==> src/hdl/slseq_pkg.sv <==
// ----------------------------------------------------------------------------
// Status LED sequencer package
// Shared types, codes, reset values and the color walk table.
// ----------------------------------------------------------------------------
`default_nettype none

package slseq_pkg;

   // Number of colors the walk passes through before it wraps (1 to 8).
   localparam int unsigned CYCLE_COLORS = 7;

   localparam int unsigned TIME_W  = 32;
   localparam int unsigned CFG_W   = 16;
   localparam int unsigned LEVEL_W = 8;
   localparam int unsigned POS_W   = 3;

   // Event codes.
   localparam logic [2:0] OP_UPDATE       = 3'd0;
   localparam logic [2:0] OP_CONNECT      = 3'd1;
   localparam logic [2:0] OP_DISCONNECT   = 3'd2;
   localparam logic [2:0] OP_MOTION_START = 3'd3;
   localparam logic [2:0] OP_MOTION_STOP  = 3'd4;
   localparam logic [2:0] OP_MANUAL       = 3'd5;

   // LED action codes.
   localparam logic [1:0] ACT_NONE  = 2'd0;
   localparam logic [1:0] ACT_SET   = 2'd1;
   localparam logic [1:0] ACT_CLEAR = 2'd2;

   // Mode codes.
   localparam logic [1:0] MODE_DISC   = 2'd0;
   localparam logic [1:0] MODE_BURST  = 2'd1;
   localparam logic [1:0] MODE_IDLE   = 2'd2;
   localparam logic [1:0] MODE_MOVING = 2'd3;

   // Configuration register indexes.
   localparam logic [2:0] CSR_BURST_LENGTH  = 3'd0;
   localparam logic [2:0] CSR_BURST_STEP    = 3'd1;
   localparam logic [2:0] CSR_IDLE_STEP     = 3'd2;
   localparam logic [2:0] CSR_DISC_BLINK    = 3'd3;
   localparam logic [2:0] CSR_MOVING_BLINK  = 3'd4;
   localparam logic [2:0] CSR_MAN_OFF_HOLD  = 3'd5;
   localparam logic [2:0] CSR_MAN_COLOR_HOLD = 3'd6;

   localparam logic [LEVEL_W-1:0] LEVEL_FULL = 8'd255;
   localparam logic [LEVEL_W-1:0] LEVEL_OFF  = 8'd0;

   typedef struct packed {
      logic [CFG_W-1:0] burst_length_ms;
      logic [CFG_W-1:0] burst_step_ms;
      logic [CFG_W-1:0] idle_step_ms;
      logic [CFG_W-1:0] disconnect_blink_ms;
      logic [CFG_W-1:0] moving_blink_ms;
      logic [CFG_W-1:0] manual_off_hold_ms;
      logic [CFG_W-1:0] manual_color_hold_ms;
   } cfg_type;

   localparam cfg_type CFG_RESET = '{
      burst_length_ms:      16'd3000,
      burst_step_ms:        16'd200,
      idle_step_ms:         16'd1000,
      disconnect_blink_ms:  16'd500,
      moving_blink_ms:      16'd500,
      manual_off_hold_ms:   16'd2000,
      manual_color_hold_ms: 16'd5000
   };

   typedef struct packed {
      logic [1:0]        mode;
      logic              manual_hold;
      logic [TIME_W-1:0] manual_start_time;
      logic [CFG_W-1:0]  manual_hold_length;
      logic [POS_W-1:0]  color_position;
      logic [TIME_W-1:0] last_step_time;
      logic [TIME_W-1:0] connect_time;
      logic [TIME_W-1:0] last_toggle_time;
      logic              blink_phase;
   } state_type;

   localparam state_type STATE_RESET = '{
      mode:               MODE_DISC,
      manual_hold:        1'b0,
      manual_start_time:  '0,
      manual_hold_length: '0,
      color_position:     '0,
      last_step_time:     '0,
      connect_time:       '0,
      last_toggle_time:   '0,
      blink_phase:        1'b1
   };

   typedef struct packed {
      logic [2:0]         operation;
      logic [TIME_W-1:0]  now_ms;
      logic [LEVEL_W-1:0] manual_red;
      logic [LEVEL_W-1:0] manual_green;
      logic [LEVEL_W-1:0] manual_blue;
   } req_type;

   typedef struct packed {
      logic [1:0]         led_action;
      logic [LEVEL_W-1:0] out_red;
      logic [LEVEL_W-1:0] out_green;
      logic [LEVEL_W-1:0] out_blue;
      logic [1:0]         led_mode;
      logic               hold_active;
   } rsp_type;

   // True once at least limit milliseconds have passed since the mark.
   // The subtraction wraps, so timestamp rollover is harmless.
   function automatic logic time_reached(input logic [TIME_W-1:0] now,
                                         input logic [TIME_W-1:0] mark,
                                         input logic [CFG_W-1:0]  limit);
      logic [TIME_W-1:0] delta;
      delta = now - mark;
      return delta >= {{(TIME_W-CFG_W){1'b0}}, limit};
   endfunction

   // Color walk table, {red, green, blue}. The last slot is black.
   function automatic logic [3*LEVEL_W-1:0] walk_color(input logic [POS_W-1:0] pos);
      logic [3*LEVEL_W-1:0] rgb;
      case (pos)
         3'd0:    rgb = {LEVEL_FULL, LEVEL_OFF,  LEVEL_OFF };
         3'd1:    rgb = {LEVEL_OFF,  LEVEL_FULL, LEVEL_OFF };
         3'd2:    rgb = {LEVEL_OFF,  LEVEL_OFF,  LEVEL_FULL};
         3'd3:    rgb = {LEVEL_OFF,  LEVEL_FULL, LEVEL_FULL};
         3'd4:    rgb = {LEVEL_FULL, LEVEL_OFF,  LEVEL_FULL};
         3'd5:    rgb = {LEVEL_FULL, LEVEL_FULL, LEVEL_OFF };
         3'd6:    rgb = {LEVEL_FULL, LEVEL_FULL, LEVEL_FULL};
         default: rgb = {LEVEL_OFF,  LEVEL_OFF,  LEVEL_OFF };
      endcase
      return rgb;
   endfunction

endpackage

`default_nettype wire

==> src/hdl/slseq_step.sv <==
// ----------------------------------------------------------------------------
// Status LED sequencer step logic
// Next state and LED result for one event, given the current state.
// ----------------------------------------------------------------------------
`default_nettype none

module slseq_step (
   input  slseq_pkg::cfg_type   cfg_i,
   input  slseq_pkg::state_type state_i,
   input  slseq_pkg::req_type   req_i,
   output slseq_pkg::state_type state_o,
   output slseq_pkg::rsp_type   rsp_o
);
   import slseq_pkg::*;

   logic [CFG_W-1:0]     blink_half;
   logic [3*LEVEL_W-1:0] blink_rgb;
   logic                 blink_toggle;
   logic                 blink_lit;
   logic [CFG_W-1:0]     step_interval;
   logic                 step_fire;
   logic [3*LEVEL_W-1:0] step_rgb;
   logic [POS_W:0]       pos_inc;
   logic [POS_W-1:0]     pos_next;
   logic                 hold_done;
   logic                 burst_done;
   logic                 manual_black;

   // Shared blink and walk datapaths; the mode picks the interval and color.
   assign blink_half   = (state_i.mode == MODE_DISC) ? cfg_i.disconnect_blink_ms
                                                     : cfg_i.moving_blink_ms;
   assign blink_rgb    = (state_i.mode == MODE_DISC) ?
                         {LEVEL_FULL, LEVEL_OFF, LEVEL_OFF} :
                         {LEVEL_OFF, LEVEL_FULL, LEVEL_OFF};
   assign blink_toggle = time_reached(req_i.now_ms, state_i.last_toggle_time, blink_half);
   assign blink_lit    = state_i.blink_phase ^ blink_toggle;

   assign step_interval = (state_i.mode == MODE_BURST) ? cfg_i.burst_step_ms
                                                       : cfg_i.idle_step_ms;
   assign step_fire     = time_reached(req_i.now_ms, state_i.last_step_time, step_interval);
   assign step_rgb      = walk_color(state_i.color_position);
   assign pos_inc       = {1'b0, state_i.color_position} + (POS_W+1)'(1);
   assign pos_next      = (pos_inc >= (POS_W+1)'(CYCLE_COLORS)) ? '0 : pos_inc[POS_W-1:0];

   assign hold_done  = time_reached(req_i.now_ms, state_i.manual_start_time,
                                    state_i.manual_hold_length);
   assign burst_done = time_reached(req_i.now_ms, state_i.connect_time,
                                    cfg_i.burst_length_ms);
   assign manual_black = (req_i.manual_red == LEVEL_OFF) &&
                         (req_i.manual_green == LEVEL_OFF) &&
                         (req_i.manual_blue == LEVEL_OFF);

   always_comb begin
      state_o = state_i;
      rsp_o   = '0;
      case (req_i.operation)
         OP_UPDATE: begin
            if (state_i.manual_hold) begin
               if (hold_done) begin
                  state_o.manual_hold    = 1'b0;
                  state_o.mode           = MODE_IDLE;
                  state_o.last_step_time = req_i.now_ms;
               end
            end else if (state_i.mode == MODE_BURST && burst_done) begin
               state_o.mode           = MODE_IDLE;
               state_o.last_step_time = req_i.now_ms;
            end else if (state_i.mode == MODE_BURST || state_i.mode == MODE_IDLE) begin
               if (step_fire) begin
                  state_o.last_step_time = req_i.now_ms;
                  state_o.color_position = pos_next;
                  rsp_o.led_action       = ACT_SET;
                  {rsp_o.out_red, rsp_o.out_green, rsp_o.out_blue} = step_rgb;
               end
            end else begin
               if (blink_toggle) begin
                  state_o.last_toggle_time = req_i.now_ms;
               end
               state_o.blink_phase = blink_lit;
               if (blink_lit) begin
                  rsp_o.led_action = ACT_SET;
                  {rsp_o.out_red, rsp_o.out_green, rsp_o.out_blue} = blink_rgb;
               end else begin
                  rsp_o.led_action = ACT_CLEAR;
               end
            end
         end
         OP_CONNECT: begin
            state_o.mode           = MODE_BURST;
            state_o.manual_hold    = 1'b0;
            state_o.color_position = '0;
            state_o.last_step_time = req_i.now_ms;
            state_o.connect_time   = req_i.now_ms;
         end
         OP_DISCONNECT: begin
            state_o.mode             = MODE_DISC;
            state_o.manual_hold      = 1'b0;
            state_o.last_toggle_time = req_i.now_ms;
            state_o.blink_phase      = 1'b1;
            rsp_o.led_action         = ACT_SET;
            rsp_o.out_red            = LEVEL_FULL;
         end
         OP_MOTION_START: begin
            if (!state_i.manual_hold) begin
               state_o.mode             = MODE_MOVING;
               state_o.last_toggle_time = req_i.now_ms;
               state_o.blink_phase      = 1'b1;
               rsp_o.led_action         = ACT_SET;
               rsp_o.out_green          = LEVEL_FULL;
            end
         end
         OP_MOTION_STOP: begin
            if (!state_i.manual_hold && state_i.mode == MODE_MOVING) begin
               state_o.mode           = MODE_IDLE;
               state_o.last_step_time = req_i.now_ms;
            end
         end
         OP_MANUAL: begin
            state_o.manual_hold        = 1'b1;
            state_o.manual_start_time  = req_i.now_ms;
            state_o.manual_hold_length = manual_black ? cfg_i.manual_off_hold_ms
                                                      : cfg_i.manual_color_hold_ms;
            rsp_o.led_action           = ACT_SET;
            rsp_o.out_red              = req_i.manual_red;
            rsp_o.out_green            = req_i.manual_green;
            rsp_o.out_blue             = req_i.manual_blue;
         end
         default: begin
            state_o = state_i;
         end
      endcase
      rsp_o.led_mode    = state_o.mode;
      rsp_o.hold_active = state_o.manual_hold;
   end

endmodule

`default_nettype wire

==> src/hdl/status_led_sequencer.sv <==
// ----------------------------------------------------------------------------
// Status LED sequencer
// RGB status LED mode sequencer driven by timestamped events.
// ----------------------------------------------------------------------------
// Each request transaction carries one event and a millisecond timestamp, and
// produces exactly one response transaction with the LED action, the color,
// the mode after the event and the manual hold flag. The block is a two-stage
// pipeline: a request is captured in an input register, and once the result
// register is empty or being taken the step logic updates the sequencer state
// and loads the result register, from which the response is offered.
// A new request is taken every cycle as long as responses are taken; the
// sustained rate of one transaction per clock is set by the state update,
// which reads the state written by the previous event. Elapsed times
// use wrapping 32-bit subtraction against 16-bit intervals. Configuration
// registers are written through the csr_ port and take effect for the next
// event; they should only be changed while no transaction is in flight.
// ----------------------------------------------------------------------------
`default_nettype none

module status_led_sequencer (
   input  logic        clock,
   input  logic        reset,

   input  logic        csr_write_en,
   input  logic [2:0]  csr_index,
   input  logic [15:0] csr_wdata,

   input  logic        req_valid,
   output logic        req_ready,
   input  logic [2:0]  req_operation,
   input  logic [31:0] req_now_ms,
   input  logic [7:0]  req_manual_red,
   input  logic [7:0]  req_manual_green,
   input  logic [7:0]  req_manual_blue,

   output logic        rsp_valid,
   input  logic        rsp_ready,
   output logic [1:0]  rsp_led_action,
   output logic [7:0]  rsp_out_red,
   output logic [7:0]  rsp_out_green,
   output logic [7:0]  rsp_out_blue,
   output logic [1:0]  rsp_led_mode,
   output logic        rsp_hold_active
);
   import slseq_pkg::*;

   cfg_type   cfg_ff, cfg_in;
   state_type state_ff, state_in;
   req_type   in_ff;
   logic      in_valid_ff, in_valid_in;
   rsp_type   out_ff, out_in;
   logic      out_valid_ff, out_valid_in;
   logic      advance;

   // The captured event moves into the result register when that register is
   // empty or its transaction is being taken this cycle.
   assign advance   = in_valid_ff && (!out_valid_ff || rsp_ready);
   assign req_ready = !in_valid_ff || advance;

   // Configuration writes; an index beyond the register list is ignored.
   always_comb begin
      cfg_in = cfg_ff;
      if (csr_write_en) begin
         case (csr_index)
            CSR_BURST_LENGTH:   cfg_in.burst_length_ms      = csr_wdata;
            CSR_BURST_STEP:     cfg_in.burst_step_ms        = csr_wdata;
            CSR_IDLE_STEP:      cfg_in.idle_step_ms         = csr_wdata;
            CSR_DISC_BLINK:     cfg_in.disconnect_blink_ms  = csr_wdata;
            CSR_MOVING_BLINK:   cfg_in.moving_blink_ms      = csr_wdata;
            CSR_MAN_OFF_HOLD:   cfg_in.manual_off_hold_ms   = csr_wdata;
            CSR_MAN_COLOR_HOLD: cfg_in.manual_color_hold_ms = csr_wdata;
            default:            cfg_in = cfg_ff;
         endcase
      end
   end

   always_ff @(posedge clock) begin
      if (reset) begin
         cfg_ff <= CFG_RESET;
      end else begin
         cfg_ff <= cfg_in;
      end
   end

   // Input register stage.
   assign in_valid_in = req_ready ? req_valid : in_valid_ff;

   always_ff @(posedge clock) begin
      if (reset) begin
         in_valid_ff <= 1'b0;
      end else begin
         in_valid_ff <= in_valid_in;
      end
   end

   always_ff @(posedge clock) begin
      if (req_valid && req_ready) begin
         in_ff.operation    <= req_operation;
         in_ff.now_ms       <= req_now_ms;
         in_ff.manual_red   <= req_manual_red;
         in_ff.manual_green <= req_manual_green;
         in_ff.manual_blue  <= req_manual_blue;
      end
   end

   // Event step: next state and response for the captured event.
   slseq_step u_step (
      .cfg_i   (cfg_ff),
      .state_i (state_ff),
      .req_i   (in_ff),
      .state_o (state_in),
      .rsp_o   (out_in)
   );

   // The state only moves when the event actually advances to the result
   // register, so a stalled event is never applied twice.
   always_ff @(posedge clock) begin
      if (reset) begin
         state_ff <= STATE_RESET;
      end else if (advance) begin
         state_ff <= state_in;
      end
   end

   // Result register stage.
   assign out_valid_in = advance || (out_valid_ff && !rsp_ready);

   always_ff @(posedge clock) begin
      if (reset) begin
         out_valid_ff <= 1'b0;
      end else begin
         out_valid_ff <= out_valid_in;
      end
   end

   always_ff @(posedge clock) begin
      if (advance) begin
         out_ff <= out_in;
      end
   end

   assign rsp_valid       = out_valid_ff;
   assign rsp_led_action  = out_ff.led_action;
   assign rsp_out_red     = out_ff.out_red;
   assign rsp_out_green   = out_ff.out_green;
   assign rsp_out_blue    = out_ff.out_blue;
   assign rsp_led_mode    = out_ff.led_mode;
   assign rsp_hold_active = out_ff.hold_active;

`ifndef SYNTH
   // The color levels are zero unless the action sets a color.
   a_color_only_on_set: assert property (@(posedge clock) disable iff (reset)
      (rsp_valid && rsp_led_action != ACT_SET) |->
         (rsp_out_red == LEVEL_OFF && rsp_out_green == LEVEL_OFF &&
          rsp_out_blue == LEVEL_OFF))
      else $error("color levels set without a set-color action");

   // A manual color event always reports the hold as active.
   a_manual_holds: assert property (@(posedge clock) disable iff (reset)
      (advance && in_ff.operation == OP_MANUAL) |=>
         (rsp_valid && rsp_hold_active && rsp_led_action == ACT_SET))
      else $error("manual color event did not start a hold");

   // A connect event enters the burst mode, cancels any hold and leaves the LED.
   a_connect_burst: assert property (@(posedge clock) disable iff (reset)
      (advance && in_ff.operation == OP_CONNECT) |=>
         (rsp_led_mode == MODE_BURST && !rsp_hold_active &&
          rsp_led_action == ACT_NONE))
      else $error("connect event did not enter burst mode");

   // The reported mode and hold flag track the sequencer state.
   a_rsp_tracks_state: assert property (@(posedge clock) disable iff (reset)
      advance |=> (rsp_led_mode == state_ff.mode &&
                   rsp_hold_active == state_ff.manual_hold))
      else $error("response mode differs from the sequencer state");
`endif

endmodule

`default_nettype wire

==> config.mk <==
export PLATFORM = sky130hd
export DESIGN_NAME = status_led_sequencer
export DESIGN_NICKNAME = d
export VERILOG_FILES = /design/src/hdl/slseq_pkg.sv /design/src/hdl/slseq_step.sv /design/src/hdl/status_led_sequencer.sv
export SDC_FILE = /design/constraint.sdc
export NUM_CORES = 1
export LEC_CHECK = 0
export ABC_AREA = 1
export ABC_CLOCK_PERIOD_IN_PS = 9300
export BUFFER_PORTS_ARGS = -buffer_cell sky130_fd_sc_hd__buf_4
export CORE_UTILIZATION = 30
export CTS_BUF_LIST = sky130_fd_sc_hd__clkbuf_16
export DETAILED_ROUTE_END_ITERATION = 6
export PLACE_DENSITY = 0.52
export SLEW_MARGIN = 40
export SYNTH_ARGS = -nofsm -noshare
export SYNTH_HDL_FRONTEND = slang
export SYNTH_SLANG_ARGS = --single-unit
==> constraint.sdc <==
create_clock -name clock -period 9.3 [get_ports clock]
set_input_delay 1.86 -clock clock [delete_from_list [all_inputs] [get_ports clock]]
set_output_delay 1.86 -clock clock [all_outputs]
set_load 0.05 [all_outputs]
Word level (Yosys, flattened, before mapping):

Cells that the tools add are included.

* register bits: 353
* input port bits: 83
* word-level logic and storage cells: 153

* add/subtract/negate cells: 5
* magnitude comparators: 5
* equality and inequality tests: 31
* multiplexer cells: 42
* bitwise logic cells: 1
* reduce and logical (&&, ||, !) cells: 40

Operator list (count)
* $pmux W24 S7: 1
* $mux W32: 5
* $mux W33: 4
* $ge A32 B16 Y1: 4
* $sub A32 B32 Y32: 4
* $pmux W33 S3: 1
* $pmux W32 S3: 1
* $mux W26: 3
* $mux W35: 2
* $mux W16: 3
* $mux W24: 2
* $pmux W8 S3: 2
* $mux W25: 1
* $eq A3 B3 Y1 const B: 8
* $logic_not A8 Y1: 3
* $eq A3 B2 Y1 const B: 6
* $reduce_and A2 Y1: 9
* $reduce_and A6 Y1: 3
* $pmux W8 S2: 1
* $mux W3: 4
* $mux W2: 5
* $pmux W2 S5: 1
* $eq A3 B1 Y1 const B: 3
* $logic_not A3 Y1: 3
* other kinds (22): 45

Logic depth before layout (Yosys ltp):

* depth after elaboration: 9
* mapped depth: 30

By module:

From an unflattened synthesis, not the netlist that was laid out.

* cell total of the unflattened synthesis: 5133
* area total of the unflattened synthesis: 30649.4 µm²

Modules (own cells, without submodules)
* slseq_step: instances 1, cells an instance 3613, area an instance 17413.0 µm², sequential area each 0.0 µm²
* status_led_sequencer: instances 1, cells an instance 1520, area an instance 13236.4 µm², sequential area each 7947.6 µm²

Worst setup path after synthesis:

Ideal clock, no wire load.

* path type: in2out
* start point: input port rsp_ready
* end point: output port req_ready
* arrival time: 2320 ps
* data required time: 7440 ps
* setup slack: 5120 ps
* stages on the path: 2
* cells stage by stage: inv_1 -> nand3_1

* longest elaborated chain between the ends: 3

RTL lines
* start: declaration: RTL line status_led_sequencer.sv:37 `input logic rsp_ready,`
* $logic_or A1 B1 Y1: RTL line status_led_sequencer.sv:57 `assign advance = in_valid_ff && (!out_valid_ff || rsp_ready);`
* $logic_and A1 B1 Y1: RTL line status_led_sequencer.sv:57
* $logic_or A1 B1 Y1: RTL line status_led_sequencer.sv:58 `assign req_ready = !in_valid_ff || advance;`
* end: declaration: RTL line status_led_sequencer.sv:29 `output logic req_ready,`

No other way between the ends.

==> metrics.md <==
| Metric | Value |
|---|---|
| Clock skew | 51.0 ps |
| RePlAce Congestion | 0.931 |
| Vias in the first global route | 22.8k |
| Starting Density | 0.304 |
| Crit Path Class | flop to flop |
| Largest net degree at the start of global routing | 149 |
| I/O Buffers | 113 |
| Area of the multi-input gates | 0.0141 sq mm |
| Clk Latency, worst-skew pair | 590 ps |
| Global route total overflow | 0 |
| Filler cells | 9041 |
| Register area | 0.00795 sq mm |
| Ranking of synthesized cells by area | dfxtp_1, nand2_1, edfxtp_1, inv_1, ha_1 |
| Combinational share of power | 0.241 |
| Avg Vias per Cell | 4.72 |
| Fin. Hold Viols | 0 |
| Total CTS buffers | 42 |
| Worst hold path type | flop to flop |
| Worst Setup Start Kind | flop |
| Syn Area/Cell | 6.38 sq um |
| Leading area contributor after synthesis | dfxtp_1 |
| First-pass GRT wire length | 129000 um |
| CTS tree | done |
| CTS max path bufs | 3 |
| Final worst-path cycle share | 0.528 |
| Yosys reg bits | 353 |
| Switching Fraction | 0.333 |
| Antenna cell count | 0 |
| Cell count after synthesis | 3919 |
| Die span in x | 291 um |
| Post_cts resized | 0 |
| Cell Rows | 105 |
| Crit. End Element | flop |
| DIE AREA | 0.0845 sq mm |
| Antenna violations before repair | 0 |
| Inst Count DP | 5035 |
| VDD IR max | 140 uV |
| Final net count | 4292 |
| CTS Sinks | 353 |
| EDFF count, synth | 88 |
| WP data arrival | 5170 ps |
| DRT iter0 DRCs | 1809 |
| Max-Cap Viols | 0 |
| Worst r2r src | in_ff[25] |
| Sw power | 1.46 mW |
| Synthesis Warnings | 0 |
| CTS H-tree depth | 2 |
| DP HPWL | 66100 um |
| Post-route DRC | 0 |
| Min-delay src | cfg_ff[64] |
| Power Density | 154 mW/mm^2 |
| Max_slew headroom | 0.475 |
| Via Count | 24.1k |
| Slew @ Worst Pin | 788 ps |
| CTS clock-pin slew for the worst setup and hold paths | 60 ps |
| Clock group share of total power | 0.370 |
| Util after Layout | 0.344 |
| Flop pwr share | 0.389 |
| DR WL/cell | 16.2 um |
| Layout cells sized above 1 | 0.0547 |
| RSZ-0062 raised after global routing | no |
| Post-synthesis sequential area ratio | 0.318 |
| Leakage | 14.2 nW |
| # setup viols final | 0 |
| Fin cells | 5109 |
| Area Overhead vs Synth | 13.3% |
| CP required | 9570 ps |
| Tot Pwr | 4.37 mW |
| Cts hold-fix bufs | 0 |
| Max Transition Viols Final | 0 |
| Io pins | 114 |
| Root Driver | clkbuf_16 |
| Antenna-violating nets left | 0 |
| Synth Flop Type | dfxtp_1 |
| FFs w/ async S/R, synth | 0 |
| Distinct cells, synth | 48 |
| Min cycle time layout | 4910 ps |
| CP max FO | 8 |
| Postcts setup bufs | 0 |
| Pre-antenna DRT Iters | 5 |
| Final wirelength | 82800 um |
| Crit path from | in_ff[25] |
| Mapped cell area | 0.0250 sq mm |
| Share of the synthesized area in the top cell type | 0.212 |
| Net count after synthesis | 4202 |
| Outcome | completed |
| Final setup TNS | 0 ps |
| Pint | 2.91 mW |
| GRT Util Overall | 0.194 |
| Die H | 291 um |
| Fmax | 0.204 GHz |
| CORE AREA | 0.0822 sq mm |
[stage by stage]
step	worst slack, ps	instance area, sq um	hold slack (ps)
floorplan	5120	25000	425
global placement	4420	27000	437
detailed placement	4410	27000	442
CTS	4370	28300	452
global route	3830	28300	469
finish	4390	28300	450
[Yosys cell counts, types with 6 or more instances]
cell      count
nand4_1      39
inv_1       678
nand3b_1     17
edfxtp_1     88
nand2_2       6
o21ai_0     173
nor3_1       32
a21oi_1     223
dfxtp_1     265
buf_2         7
ha_1        196
o211ai_1     25
o21bai_1     12
nand2_1    1184
nand3_1     256
nor2_1      485
xor2_1       56
inv_2         9
mux2i_1      30
clkbuf_1     63
buf_4         6
and2_1        7
buf_1         6
[logic make-up after synthesis]
family	synth area share
AND/OR/NAND/NOR	0.334
buffers and inverters	0.119
AO/OA/AOI/OAI	0.0946
flip-flops	0.318
adder cells (fa/ha/maj)	0.101
XOR/XNOR	0.0214
multiplexers	0.0120
[final timing paths]
path / to / slack (ps) / depth (start not counted)
worst max register to register: rsp_out_red[0] / 4390 / 23
worst max-delay path: rsp_out_red[0] / 4390 / 23
worst min register to register: cfg_ff[64] / 450 / 2
worst min-delay path: cfg_ff[64] / 450 / 2
[state kept, by name, summed over array words and instances, names as in the netlist]
signal and flops:
state_ff 151, cfg_ff 112, in_ff 59, rsp_valid 1, rsp_hold_active 1, rsp_out_green 8
in_valid_ff 1, rsp_led_mode 2, rsp_led_action 2, rsp_out_red 8, rsp_out_blue 8
[final cells by class]
cell class | instances | area share
Clock buffer | 44 | 0.0389
Tap cell | 1070 | 0.0473
Sequential cell | 353 | 0.281
Inverter | 692 | 0.0920
Timing Repair Buffer | 131 | 0.0360
Multi-Input combinational cell | 2789 | 0.498
Clock inverter | 30 | 0.00733
[cells in the final DEF, fill, tap and decap left out, types with 10 or more instances in the layout]
| cell | instances |
|---|---|
| nand2_1 | 1184 |
| clkbuf_16 | 44 |
| a21oi_1 | 223 |
| nand3_1 | 256 |
| inv_1 | 682 |
| dfxtp_1 | 265 |
| inv_2 | 10 |
| o211ai_1 | 25 |
| xor2_1 | 56 |
| nand3b_1 | 17 |
| clkinv_1 | 15 |
| mux2i_1 | 30 |
| edfxtp_1 | 88 |
| nor3_1 | 32 |
| o21bai_1 | 12 |
| nor2_1 | 482 |
| buf_4 | 128 |
| nand4_1 | 39 |
| ha_1 | 196 |
| o21ai_0 | 173 |
[critical path, cell delays in order (launching register included)]
cell	delay (ps)
edfxtp_1	690
inv_1	280
fa_1	490
inv_1	130
nand3_1	80
nand3_1	230
nand2_1	80
nand2_1	160
nand2_1	70
nand2_1	140
xor2_1	170
ha_1	250
nand2_1	80
nor2_1	50
a211oi_1	180
nand3_1	110
nor2_1	120
nand3_1	80
nor2_1	340
nand3_1	120
nand2_1	110
nand3_1	150
nand3_1	340
nand3_1	130
[power by group through the flow]
stage | Sequential (mW) | Clock, mW | Combinational [mW]
detailed placement | 1.73 | 0 | 1.05
global route | 1.71 | 1.71 | 1.20
floorplan | 1.73 | 0 | 0.731
CTS | 1.70 | 1.66 | 1.06
global placement | 1.73 | 0 | 1.05
finish | 1.70 | 1.62 | 1.05
[layer usage]
metal	vias up	wire (um)	GRT usage
met2	466	37400	0.321
met3	104	3170	0.0151
met4	0	2400	0.0583
met1	11000	39700	0.267
met5	-	0	0
li1	12500	-	-
No activity file was read; power rests on OpenSTA's default activity.
